--- config.mk ---
export PLATFORM = sky130hd
export DESIGN_NAME = motor_frame_bridge
export DESIGN_NICKNAME = d
export VERILOG_FILES = /design/src/design/mfb_pkg.sv /design/src/design/motor_frame_bridge.sv /design/src/design/mfb_front.sv /design/src/design/mfb_queue.sv /design/src/design/mfb_back.sv
export VERILOG_INCLUDE_DIRS = /design/src /design/src/design
export SDC_FILE = /design/constraint.sdc
export NUM_CORES = 2
export LEC_CHECK = 0
export BUFFER_PORTS_ARGS = -buffer_cell sky130_fd_sc_hd__buf_2
export CORE_MARGIN = 2
export CORE_UTILIZATION = 68
export DETAILED_ROUTE_END_ITERATION = 8
export PLACE_DENSITY_LB_ADDON = 0.15
export SYNTH_ARGS = -nofsm -noshare
export SYNTH_HDL_FRONTEND = slang
export SYNTH_SLANG_ARGS = --single-unit
--- constraint.sdc ---
create_clock -name clk -period 12.02 [get_ports clk]
set_input_delay 2.404 -clock clk [delete_from_list [all_inputs] [get_ports clk]]
set_output_delay 2.404 -clock clk [all_outputs]
set_load 0.01 [all_outputs]
--- src/design/motor_frame_bridge_macros.svh ---
// Assertion macros shared by the motor frame bridge modules.
`ifndef MOTOR_FRAME_BRIDGE_MACROS_SVH
`define MOTOR_FRAME_BRIDGE_MACROS_SVH
// Same-cycle implication, gated off during reset.
`define MFB_ASSERT_SAME(lbl, ante, cons, msg) \
	lbl: assert property (@(posedge clk) disable iff (!arst_n) (ante) |-> (cons)) else $error(msg);
// Next-cycle implication, gated off during reset.
`define MFB_ASSERT_NEXT(lbl, ante, cons, msg) \
	lbl: assert property (@(posedge clk) disable iff (!arst_n) (ante) |=> (cons)) else $error(msg);
`endif

--- src/design/mfb_pkg.sv ---
// Types, constants and helper functions of the motor frame bridge.
package mfb_pkg;
	localparam int MOTOR_COUNT = 40;
	localparam int HALF_COUNT  = 20;
	localparam int FRAME_LEN   = 20;

	localparam logic [7:0] HDR1_BYTE  = 8'hAA;
	localparam logic [7:0] HDR2_BYTE  = 8'hBB;
	localparam logic [7:0] FOOT1_BYTE = 8'hCC;
	localparam logic [7:0] FOOT2_BYTE = 8'hDD;
	localparam logic [7:0] OUT_START  = 8'h68;
	localparam logic [7:0] OUT_END    = 8'h16;

	localparam logic [9:0]  ELAPSED_MAX    = 10'd1023;
	localparam logic [9:0]  MIN_GAP_RST    = 10'd35;
	localparam logic [9:0]  REPEAT_GAP_RST = 10'd120;
	localparam logic [15:0] PULSE_RST      = 16'd150;

	// x/100 == (x*5243) >> 19 for every x below 43699.
	localparam logic [12:0] RECIP_100 = 13'd5243;
	localparam int          RECIP_SH  = 19;

	typedef enum logic [1:0] {
		REG_MIN_GAP    = 2'd0,
		REG_REPEAT_GAP = 2'd1,
		REG_PULSE      = 2'd2,
		REG_NONE       = 2'd3
	} reg_index_t;

	typedef enum logic [2:0] {
		PH_HUNT, PH_HDR2, PH_DATA, PH_CHECK, PH_FOOT1, PH_FOOT2_OK, PH_FOOT2_BAD
	} phase_t;

	typedef enum logic [1:0] {
		CMD_STAGE, CMD_COMMIT, CMD_TICK
	} cmd_kind_t;

	typedef struct packed {
		cmd_kind_t   kind;
		logic [5:0]  idx;
		logic [7:0]  data;
	} cmd_t;

	typedef enum logic [2:0] {
		BK_IDLE, BK_SCAN, BK_DECIDE, BK_MUL, BK_DIV, BK_COPY, BK_EMIT
	} back_state_t;

	typedef struct packed {
		logic [9:0]  min_gap;
		logic [9:0]  repeat_gap;
		logic [15:0] pulse;
	} cfg_t;

	// Gate mask bit of one motor within its half.
	function automatic logic [15:0] gate_bit(input logic [4:0] k);
		logic [2:0] pair;
		pair = k[4:2];
		gate_bit = k[0] ? (16'h0400 >> pair) : (16'h8000 >> pair);
	endfunction

	function automatic logic [7:0] frame_at(
		input logic [4:0]  pos,
		input logic [15:0] pulse,
		input logic [7:0]  inten,
		input logic [15:0] g1,
		input logic [15:0] g2,
		input logic [15:0] g3,
		input logic [15:0] g4
	);
		case (pos)
			5'd0, 5'd1: frame_at = OUT_START;
			5'd2, 5'd3: frame_at = 8'h01;
			5'd7:       frame_at = pulse[15:8];
			5'd8:       frame_at = pulse[7:0];
			5'd9, 5'd10: frame_at = inten;
			5'd11:      frame_at = g1[15:8];
			5'd12:      frame_at = g1[7:0];
			5'd13:      frame_at = g2[15:8];
			5'd14:      frame_at = g2[7:0];
			5'd15:      frame_at = g3[15:8];
			5'd16:      frame_at = g3[7:0];
			5'd17:      frame_at = g4[15:8];
			5'd18:      frame_at = g4[7:0];
			5'd19:      frame_at = OUT_END;
			default:    frame_at = 8'h00;
		endcase
	endfunction
endpackage

--- src/design/motor_frame_bridge.sv ---
// Top level of the motor frame bridge: deframer, command queue and frame sender.
//
// Input channel (in_valid / in_stall): each transaction is either a received
// serial byte (operation 0, rx_byte) or a one millisecond tick (operation 1,
// link_up). The front end deframes each byte as it is accepted; a good
// level frame becomes a commit command that swaps the level banks.
// Output channel (out_valid / out_stall): 20-byte vibration frames, one byte
// per transaction, frame_last marking byte 19.
// The back end writes each staged byte as it pops it. A tick that passes the
// link, pending and min_gap checks scans the 40 levels and decides; if a frame
// is due it computes intensity in a multiply and a divide state, copies the
// levels to the sent bank and emits 20 bytes.
// The level bank memory ports pace the scan and the copy, one entry a cycle.
// in_stall rises only when the command queue is full. The back end pops only
// when idle, so while a frame is built bytes queue up until the queue fills.
// A stalled receiver holds the current byte; the back end waits in its emit
// state and the queue absorbs new input until it fills.
// Reset clears the parser, queue, pending flag, elapsed count and the level
// valid bits, so stored and sent levels read as zero; registers return to
// min_gap 35, repeat_gap 120, pulse 150. Write configuration only when idle.
module motor_frame_bridge #(
	parameter int QUEUE_DEPTH = 4
) (
	input  logic        clk,
	input  logic        arst_n,
	input  logic        in_valid,
	output logic        in_stall,
	input  logic        operation,
	input  logic [7:0]  rx_byte,
	input  logic        link_up,
	output logic        out_valid,
	input  logic        out_stall,
	output logic [7:0]  frame_byte,
	output logic        frame_last,
	input  logic        cfg_we,
	input  logic [1:0]  cfg_index,
	input  logic [15:0] cfg_data
);
	import mfb_pkg::*;

	cfg_t cfg_q;
	cmd_t push_cmd, head;
	logic push, pop, q_full, q_empty;

	// Configuration registers; index beyond the list is ignored.
	always_ff @(posedge clk or negedge arst_n) begin
		if (!arst_n) begin
			cfg_q.min_gap    <= MIN_GAP_RST;
			cfg_q.repeat_gap <= REPEAT_GAP_RST;
			cfg_q.pulse      <= PULSE_RST;
		end else if (cfg_we) begin
			case (reg_index_t'(cfg_index))
				REG_MIN_GAP:    cfg_q.min_gap    <= cfg_data[9:0];
				REG_REPEAT_GAP: cfg_q.repeat_gap <= cfg_data[9:0];
				REG_PULSE:      cfg_q.pulse      <= cfg_data;
				default:        cfg_q            <= cfg_q;
			endcase
		end
	end

	// Front: accept and classify every input transaction.
	mfb_front u_front (
		.clk      (clk),
		.arst_n   (arst_n),
		.in_valid (in_valid),
		.in_stall (in_stall),
		.operation(operation),
		.rx_byte  (rx_byte),
		.link_up  (link_up),
		.q_full   (q_full),
		.push     (push),
		.cmd      (push_cmd)
	);

	// Short command queue decouples parsing from frame sending.
	mfb_queue #(
		.DEPTH(QUEUE_DEPTH)
	) u_queue (
		.clk     (clk),
		.arst_n  (arst_n),
		.push    (push),
		.push_cmd(push_cmd),
		.pop     (pop),
		.head    (head),
		.full    (q_full),
		.empty   (q_empty)
	);

	// Back: level banks, pacing and the output register.
	mfb_back u_back (
		.clk       (clk),
		.arst_n    (arst_n),
		.cfg       (cfg_q),
		.head      (head),
		.q_empty   (q_empty),
		.pop       (pop),
		.out_valid (out_valid),
		.out_stall (out_stall),
		.frame_byte(frame_byte),
		.frame_last(frame_last)
	);
endmodule

--- src/design/mfb_front.sv ---
// Front end: accepts input transactions, deframes bytes and issues commands.
module mfb_front (
	input  logic          clk,
	input  logic          arst_n,
	input  logic          in_valid,
	output logic          in_stall,
	input  logic          operation,
	input  logic [7:0]    rx_byte,
	input  logic          link_up,
	input  logic          q_full,
	output logic          push,
	output mfb_pkg::cmd_t cmd
);
	import mfb_pkg::*;

	phase_t     phase_q, phase_nxt;
	logic [5:0] count_q, count_nxt;
	logic [7:0] xor_q, xor_nxt;
	logic [7:0] check_q, check_nxt;
	logic       accept;

	assign in_stall = q_full;
	assign accept   = in_valid && !q_full;

	always_comb begin
		phase_nxt = phase_q;
		count_nxt = count_q;
		xor_nxt   = xor_q;
		check_nxt = check_q;
		push      = 1'b0;
		cmd.kind  = CMD_TICK;
		cmd.idx   = count_q;
		cmd.data  = {7'd0, link_up};
		if (accept && operation) begin
			push = 1'b1;
		end else if (accept) begin
			cmd.data = rx_byte;
			case (phase_q)
				PH_HDR2: begin
					if (rx_byte == HDR2_BYTE) begin
						phase_nxt = PH_DATA;
						count_nxt = 6'd0;
						xor_nxt   = 8'd0;
					end else begin
						phase_nxt = PH_HUNT;
					end
				end
				PH_DATA: begin
					push      = 1'b1;
					cmd.kind  = CMD_STAGE;
					xor_nxt   = xor_q ^ rx_byte;
					count_nxt = count_q + 6'd1;
					if (count_q == 6'(MOTOR_COUNT - 1)) begin
						phase_nxt = PH_CHECK;
					end
				end
				PH_CHECK: begin
					check_nxt = rx_byte;
					phase_nxt = PH_FOOT1;
				end
				PH_FOOT1: begin
					phase_nxt = (rx_byte == FOOT1_BYTE) ? PH_FOOT2_OK : PH_FOOT2_BAD;
				end
				PH_FOOT2_OK: begin
					if (rx_byte == FOOT2_BYTE && xor_q == check_q) begin
						push     = 1'b1;
						cmd.kind = CMD_COMMIT;
					end
					phase_nxt = PH_HUNT;
				end
				PH_FOOT2_BAD: begin
					phase_nxt = PH_HUNT;
				end
				default: begin
					phase_nxt = (rx_byte == HDR1_BYTE) ? PH_HDR2 : PH_HUNT;
				end
			endcase
		end
	end

	always_ff @(posedge clk or negedge arst_n) begin
		if (!arst_n) begin
			phase_q <= PH_HUNT;
			count_q <= 6'd0;
			xor_q   <= 8'd0;
			check_q <= 8'd0;
		end else begin
			phase_q <= phase_nxt;
			count_q <= count_nxt;
			xor_q   <= xor_nxt;
			check_q <= check_nxt;
		end
	end
endmodule

--- src/design/mfb_queue.sv ---
// Command queue between the front end and the back end.
`include "motor_frame_bridge_macros.svh"
module mfb_queue #(
	parameter int DEPTH = 4
) (
	input  logic          clk,
	input  logic          arst_n,
	input  logic          push,
	input  mfb_pkg::cmd_t push_cmd,
	input  logic          pop,
	output mfb_pkg::cmd_t head,
	output logic          full,
	output logic          empty
);
	import mfb_pkg::*;

	localparam int PW = (DEPTH > 1) ? $clog2(DEPTH) : 1;
	localparam int CW = $clog2(DEPTH + 1);

	cmd_t        slot_q [DEPTH];
	logic [PW-1:0] wr_q, rd_q;
	logic [CW-1:0] count_q;
	logic          do_push, do_pop;

	assign full    = (count_q == CW'(DEPTH));
	assign empty   = (count_q == '0);
	assign head    = slot_q[rd_q];
	assign do_push = push && !full;
	assign do_pop  = pop && !empty;

	always_ff @(posedge clk) begin
		if (do_push) begin
			slot_q[wr_q] <= push_cmd;
		end
	end

	always_ff @(posedge clk or negedge arst_n) begin
		if (!arst_n) begin
			wr_q    <= '0;
			rd_q    <= '0;
			count_q <= '0;
		end else begin
			if (do_push) begin
				wr_q <= (wr_q == PW'(DEPTH - 1)) ? '0 : wr_q + PW'(1);
			end
			if (do_pop) begin
				rd_q <= (rd_q == PW'(DEPTH - 1)) ? '0 : rd_q + PW'(1);
			end
			count_q <= count_q + CW'(do_push) - CW'(do_pop);
		end
	end

	`MFB_ASSERT_SAME(a_no_overflow, full, !push, "push into a full command queue")
endmodule

--- src/design/mfb_back.sv ---
// Back end: level banks, tick pacing, frame build and output register.
`include "motor_frame_bridge_macros.svh"
module mfb_back (
	input  logic          clk,
	input  logic          arst_n,
	input  mfb_pkg::cfg_t cfg,
	input  mfb_pkg::cmd_t head,
	input  logic          q_empty,
	output logic          pop,
	output logic          out_valid,
	input  logic          out_stall,
	output logic [7:0]    frame_byte,
	output logic          frame_last
);
	import mfb_pkg::*;

	back_state_t state_q, state_nxt;
	logic [5:0]  cnt_q;
	logic        sel_q, pending_q;
	logic [9:0]  elapsed_q, elapsed_n;
	logic        changed_q, nonzero_q, send;
	logic [7:0]  max_q, inten_q;
	logic [15:0] g1_q, g2_q, g3_q, g4_q, prod_q;
	logic [28:0] quot_full;
	logic [4:0]  emit_q;
	logic        ov_q, last_q, out_ready, tick_go;
	logic [7:0]  byte_q;

	logic [7:0]  bank0_mem [MOTOR_COUNT];
	logic [7:0]  bank1_mem [MOTOR_COUNT];
	logic [7:0]  sent_mem  [MOTOR_COUNT];
	logic [MOTOR_COUNT-1:0] v0_q, v1_q, vs_q;
	logic [7:0]  rd0_q, rd1_q, rds_q;
	logic        rv0_q, rv1_q, rvs_q;
	logic [5:0]  rd_addr, pi;
	logic [4:0]  k;
	logic [7:0]  cur_val, sent_val;
	logic        stage_wr, proc_ok, copy_wr;

	assign pop       = (state_q == BK_IDLE) && !q_empty;
	assign elapsed_n = (elapsed_q == ELAPSED_MAX) ? elapsed_q : elapsed_q + 10'd1;
	assign tick_go   = (head.kind == CMD_TICK) && head.data[0] && pending_q
		&& (elapsed_n >= cfg.min_gap);
	assign send      = changed_q || (nonzero_q && (elapsed_q >= cfg.repeat_gap));
	assign out_ready = !ov_q || !out_stall;
	assign rd_addr   = (cnt_q < 6'(MOTOR_COUNT)) ? cnt_q : 6'd0;
	assign pi        = cnt_q - 6'd1;
	assign k         = (pi >= 6'(HALF_COUNT)) ? 5'(pi - 6'(HALF_COUNT)) : pi[4:0];
	assign cur_val   = sel_q ? (rv1_q ? rd1_q : 8'd0) : (rv0_q ? rd0_q : 8'd0);
	assign sent_val  = rvs_q ? rds_q : 8'd0;
	assign stage_wr  = pop && (head.kind == CMD_STAGE);
	assign proc_ok   = (cnt_q != 6'd0);
	assign copy_wr   = (state_q == BK_COPY) && proc_ok;
	assign quot_full = 29'(prod_q) * 29'(RECIP_100);

	always_comb begin
		state_nxt = state_q;
		case (state_q)
			BK_IDLE:   if (pop && tick_go) state_nxt = BK_SCAN;
			BK_SCAN:   if (cnt_q == 6'(MOTOR_COUNT)) state_nxt = BK_DECIDE;
			BK_DECIDE: state_nxt = send ? BK_MUL : BK_IDLE;
			BK_MUL:    state_nxt = BK_DIV;
			BK_DIV:    state_nxt = BK_COPY;
			BK_COPY:   if (cnt_q == 6'(MOTOR_COUNT)) state_nxt = BK_EMIT;
			BK_EMIT: begin
				if (out_ready && emit_q == 5'(FRAME_LEN - 1)) state_nxt = BK_IDLE;
			end
			default:   state_nxt = BK_IDLE;
		endcase
	end

	// Level memories: registered reads, one write port each.
	always_ff @(posedge clk) begin
		if (stage_wr && sel_q) begin
			bank0_mem[head.idx] <= head.data;
		end
		if (stage_wr && !sel_q) begin
			bank1_mem[head.idx] <= head.data;
		end
		if (copy_wr) begin
			sent_mem[pi] <= cur_val;
		end
		rd0_q <= bank0_mem[rd_addr];
		rd1_q <= bank1_mem[rd_addr];
		rds_q <= sent_mem[rd_addr];
	end

	always_ff @(posedge clk or negedge arst_n) begin
		if (!arst_n) begin
			v0_q  <= '0;
			v1_q  <= '0;
			vs_q  <= '0;
			rv0_q <= 1'b0;
			rv1_q <= 1'b0;
			rvs_q <= 1'b0;
		end else begin
			if (stage_wr && sel_q) v0_q[head.idx] <= 1'b1;
			if (stage_wr && !sel_q) v1_q[head.idx] <= 1'b1;
			if (copy_wr) vs_q[pi] <= 1'b1;
			rv0_q <= v0_q[rd_addr];
			rv1_q <= v1_q[rd_addr];
			rvs_q <= vs_q[rd_addr];
		end
	end

	always_ff @(posedge clk or negedge arst_n) begin
		if (!arst_n) begin
			state_q   <= BK_IDLE;
			cnt_q     <= 6'd0;
			sel_q     <= 1'b0;
			pending_q <= 1'b0;
			elapsed_q <= 10'd0;
			changed_q <= 1'b0;
			nonzero_q <= 1'b0;
			max_q     <= 8'd0;
			g1_q      <= 16'd0;
			g2_q      <= 16'd0;
			g3_q      <= 16'd0;
			g4_q      <= 16'd0;
			prod_q    <= 16'd0;
			inten_q   <= 8'd0;
			emit_q    <= 5'd0;
			ov_q      <= 1'b0;
			byte_q    <= 8'd0;
			last_q    <= 1'b0;
		end else begin
			state_q <= state_nxt;
			cnt_q   <= (state_nxt != state_q) ? 6'd0 : cnt_q + 6'd1;
			if (pop && head.kind == CMD_COMMIT) begin
				sel_q     <= !sel_q;
				pending_q <= 1'b1;
			end
			if (pop && head.kind == CMD_TICK) begin
				elapsed_q <= elapsed_n;
				changed_q <= 1'b0;
				nonzero_q <= 1'b0;
				max_q     <= 8'd0;
				g1_q      <= 16'd0;
				g2_q      <= 16'd0;
				g3_q      <= 16'd0;
				g4_q      <= 16'd0;
			end
			if (state_q == BK_SCAN && proc_ok) begin
				if (cur_val != sent_val) changed_q <= 1'b1;
				if (cur_val > max_q) max_q <= cur_val;
				if (cur_val != 8'd0) begin
					nonzero_q <= 1'b1;
					if (pi < 6'(HALF_COUNT)) begin
						if (k[1]) g4_q <= g4_q | gate_bit(k);
						else g1_q <= g1_q | gate_bit(k);
					end else begin
						if (k[1]) g3_q <= g3_q | gate_bit(k);
						else g2_q <= g2_q | gate_bit(k);
					end
				end
			end
			if (state_q == BK_DECIDE && send) elapsed_q <= 10'd0;
			if (state_q == BK_MUL) prod_q <= 16'(max_q) * 16'd255;
			if (state_q == BK_DIV) inten_q <= quot_full[RECIP_SH +: 8];
			if (state_q != BK_EMIT) emit_q <= 5'd0;
			// Output register: load the next frame byte, or drop a taken one.
			if (out_ready) begin
				if (state_q == BK_EMIT) begin
					ov_q   <= 1'b1;
					byte_q <= frame_at(emit_q, cfg.pulse, inten_q, g1_q, g2_q, g3_q, g4_q);
					last_q <= (emit_q == 5'(FRAME_LEN - 1));
					emit_q <= emit_q + 5'd1;
				end else begin
					ov_q <= 1'b0;
				end
			end
		end
	end

	assign out_valid  = ov_q;
	assign frame_byte = byte_q;
	assign frame_last = last_q;

	`MFB_ASSERT_NEXT(a_gap_after_last, out_valid && frame_last && !out_stall, !out_valid, "frame bytes run past the last one")
	`MFB_ASSERT_SAME(a_emit_clears_elapsed, state_q == BK_EMIT, elapsed_q == 10'd0, "elapsed count not cleared for a sent frame")
endmodule
==> run summary <==
Outcome - completed
Most used DFF post-synth - edfxtp_1
Post-synthesis register bit count - 1373
Max-slew headroom - 0.142
Std-Cell Rows - 110
Setup TNS - 0 ns
Int Power - 8.92 mW
Worst skew pair latency - 0.76 ns
Final wirelength - 157000 microns
Pleak - 26.2 nW
Worst Max-Slew Pin Slew - 1.28 ns
Pwr dens - 201 nW/um^2
Core outline area - 90000 sq um
Tmin final - 5.24 ns
RSZ-0062 raised after global routing - no
WS Path Type - reg -> reg
Postcts setup bufs - 0
Die Wd - 306 microns
Post-synth EDFFs - 1024
CP startpoint kind - flip-flop
Final hold vios - 0
Clock Power Share - 0.313
Overall die height - 306 microns
TritonCTS clock tree - done
Min-delay worst type - reg -> reg
Switching Fraction - 0.340
Iteration-0 DRC count of the detailed router - 5249
Starting Density - 0.687
Comb power frac - 0.270
CTS root buf - clkbuf_16
Sequential fraction of the synthesis area - 0.637
Layout cells sized above 1 - 0.108
Distinct cells, synth - 94
First-pass GRT wire length - 241000 microns
Critical path peak fanout - 7
PortBufs - 43
Final setup fails - 0
Vias - 41000
Vias in the first global route - 40600
Critical Path RT - 12.61 ns
Initial antenna violation count - 1
Synth async-reset ratio - 0.237
Post-CTS sizing - 0
Total chip power - 13.5 mW
Post-route ant nets - 0
Post-Syn Area - 61800 sq um
Worst setup EP type - flip-flop
Slew Limit Fails - 0
Mapped Nets - 5201
Wire per inst - 25.6 microns
# hold bufs at CTS - 0
Reg power frac - 0.417
Clock-pin slew on the worst setup and hold paths - 0.06 ns
Synthesized area per cell - 12.7 sq um
Total GRT Usage - 0.340
Util after Layout - 0.749
Num ports - 44
Bufs on Longest Clock Path - 3
# diodes - 0
GRT overflow - 0
Max Freq - 0.191 GHz
Via/cell ratio - 6.66
Largest net degree at the start of global routing - 138
Syn Inst Count - 4882
DIE AREA - 93400 sq um
Ys Warns - 0
Peak VDD IR - 0.179 mV
Dpl hpwl - 94800 microns
Clk sink count - 1373
Total CTS buffers - 139
Fin nets - 5189
Final period util - 0.436
H-tree depth - 4
Area growth syn-to-layout - 9.04%
Routability congestion estimate - 0.893
DRC Markers - 0
DRT Pass-1 Iters - 8
CP arrival - 5.83 ns
Number of max-cap violations - 0
NetSw - 4.60 mW
WHS - 0.464 ns
Clock Skew - 0.0290 ns
## power by group through the flow
stage / logic, mW / clock network [mW] / registers [mW]
3_5_place_dp: 3.53 / 0 / 5.73
2_1_floorplan: 2.42 / 0 / 5.62
6_report: 3.65 / 4.23 / 5.64
5_1_grt: 3.87 / 4.42 / 5.66
4_1_cts: 3.56 / 4.24 / 5.64
3_3_place_gp: 3.45 / 0 / 5.72
## area by class of cell
type | count | area [sq um]
Clock buffer | 198 | 3870
Clock inverter | 57 | 541
Fill cell | 5652 | 22600
Inverter | 307 | 1150
Multi-Input combinational cell | 2947 | 20300
Sequential cell | 1373 | 39400
Tap cell | 1176 | 1470
Timing Repair Buffer | 102 | 706
## state kept, by name, indices dropped and copies added (netlist names), 10 cells and up
name / cells
u_back.bank1_mem: 320
u_back.bank0_mem: 320
u_back.v1_q: 40
u_back.g4_q: 16
u_back.g3_q: 16
u_back.sent_mem: 320
u_back.vs_q: 40
u_back.v0_q: 40
u_back.g2_q: 16
u_back.g1_q: 16
cfg_q: 36
u_queue.slot_q: 64
u_back.prod_q: 16
u_back.elapsed_q: 10
## path summary, 6_finish.rpt
| kind | startpoint | to | slack, ns | cells past startpoint |
|---|---|---|---|---|
| worst max register to register | u_back.prod_q[11] | u_back.inten_q[7] | 6.78 | 17 |
| worst max-delay path | u_back.prod_q[11] | u_back.inten_q[7] | 6.78 | 17 |
| min in group asynchronous | arst_n | u_back.prod_q[7] | 1.63 | 1 |
| max in group asynchronous | arst_n | u_back.vs_q[13] | 8.21 | 3 |
| worst min-delay path | u_back.v1_q[13] | u_back.v1_q[13] | 0.46 | 1 |
| worst min register to register | u_back.v1_q[13] | u_back.v1_q[13] | 0.46 | 1 |
## metrics by stage
step	instances	setup slack [ns]	cell area, sq um
4_1_cts	6160	6.78	67400
3_3_place_gp	5905	6.88	63000
3_5_place_dp	5905	6.78	63000
5_1_grt	6160	6.41	67400
6_report	6160	6.78	67400
2_1_floorplan	4882	7.27	61800
## synthesized netlist by cell type (all sizes together) (20+ instances only)
library cell,n,area (sq um)
edfxtp,1024,30700
nand2,534,2010
nor2,349,1340
dfrtp,314,7860
inv,305,1140
a21oi,292,1460
o21ai,250,1260
ha,181,2260
clkbuf,139,522
or2,124,776
buf,116,608
mux2i,113,1130
fa,105,2100
nor3,105,541
a22oi,88,661
nand3,88,445
o221ai,76,666
o22ai,53,332
mux2,51,574
xnor2,46,410
nand4,43,269
nor2b,38,238
nor4,35,249
a2111oi,33,312
a32oi,32,280
a221o,27,270
dfxtp,24,480
mux4,23,518
a21o,20,150
a31oi,20,125
and2,20,125
## cell usage in the layout, fill, tap and decap left out, types with 100 or more instances in the layout
cell type	count
edfxtp_1	1024
nand2_1	530
nor2_1	338
dfrtp_1	312
inv_1	303
a21oi_1	291
o21ai_0	230
ha_1	181
clkbuf_16	143
mux2i_1	113
fa_1	105
or2_2	104
nor3_1	100
## per-layer routing
metal	share of wire	GRT usage	vias up
li1	-	-	17800
met5	0	0	-
met1	0.38	0.470	20200
met3	0.11	0.0702	429
met2	0.47	0.539	2605
met4	0.039	0.132	0
## worst max-delay path, cell delays in order, from the launching register on
cell and delay (ns):
dfrtp_1 0.50, ha_1 0.36, inv_1 0.05, fa_1 0.48, inv_1 0.06, fa_1 0.51
inv_1 0.06, fa_1 0.53, inv_1 0.05, fa_1 0.43, ha_1 0.34, a21oi_1 0.21
nand2_1 0.08, a211oi_1 0.29, o31ai_1 0.20, a2111oi_0 0.54, mux2i_1 0.25, o311ai_0 0.14
## kinds of logic (layout without fill, tap and decap cells)
logic type	after synthesis	count (layout)	share of synthesized area
fa+ha+maj	286	286	0.0706
buf+inv	562	664	0.0369
mux	187	187	0.0360
flops	1373	1373	0.637
xor+xnor	59	59	0.00870
simple gates	1407	1407	0.105
compound gates	1008	1008	0.106
Note: power is estimated with default switching activity, not from simulation.
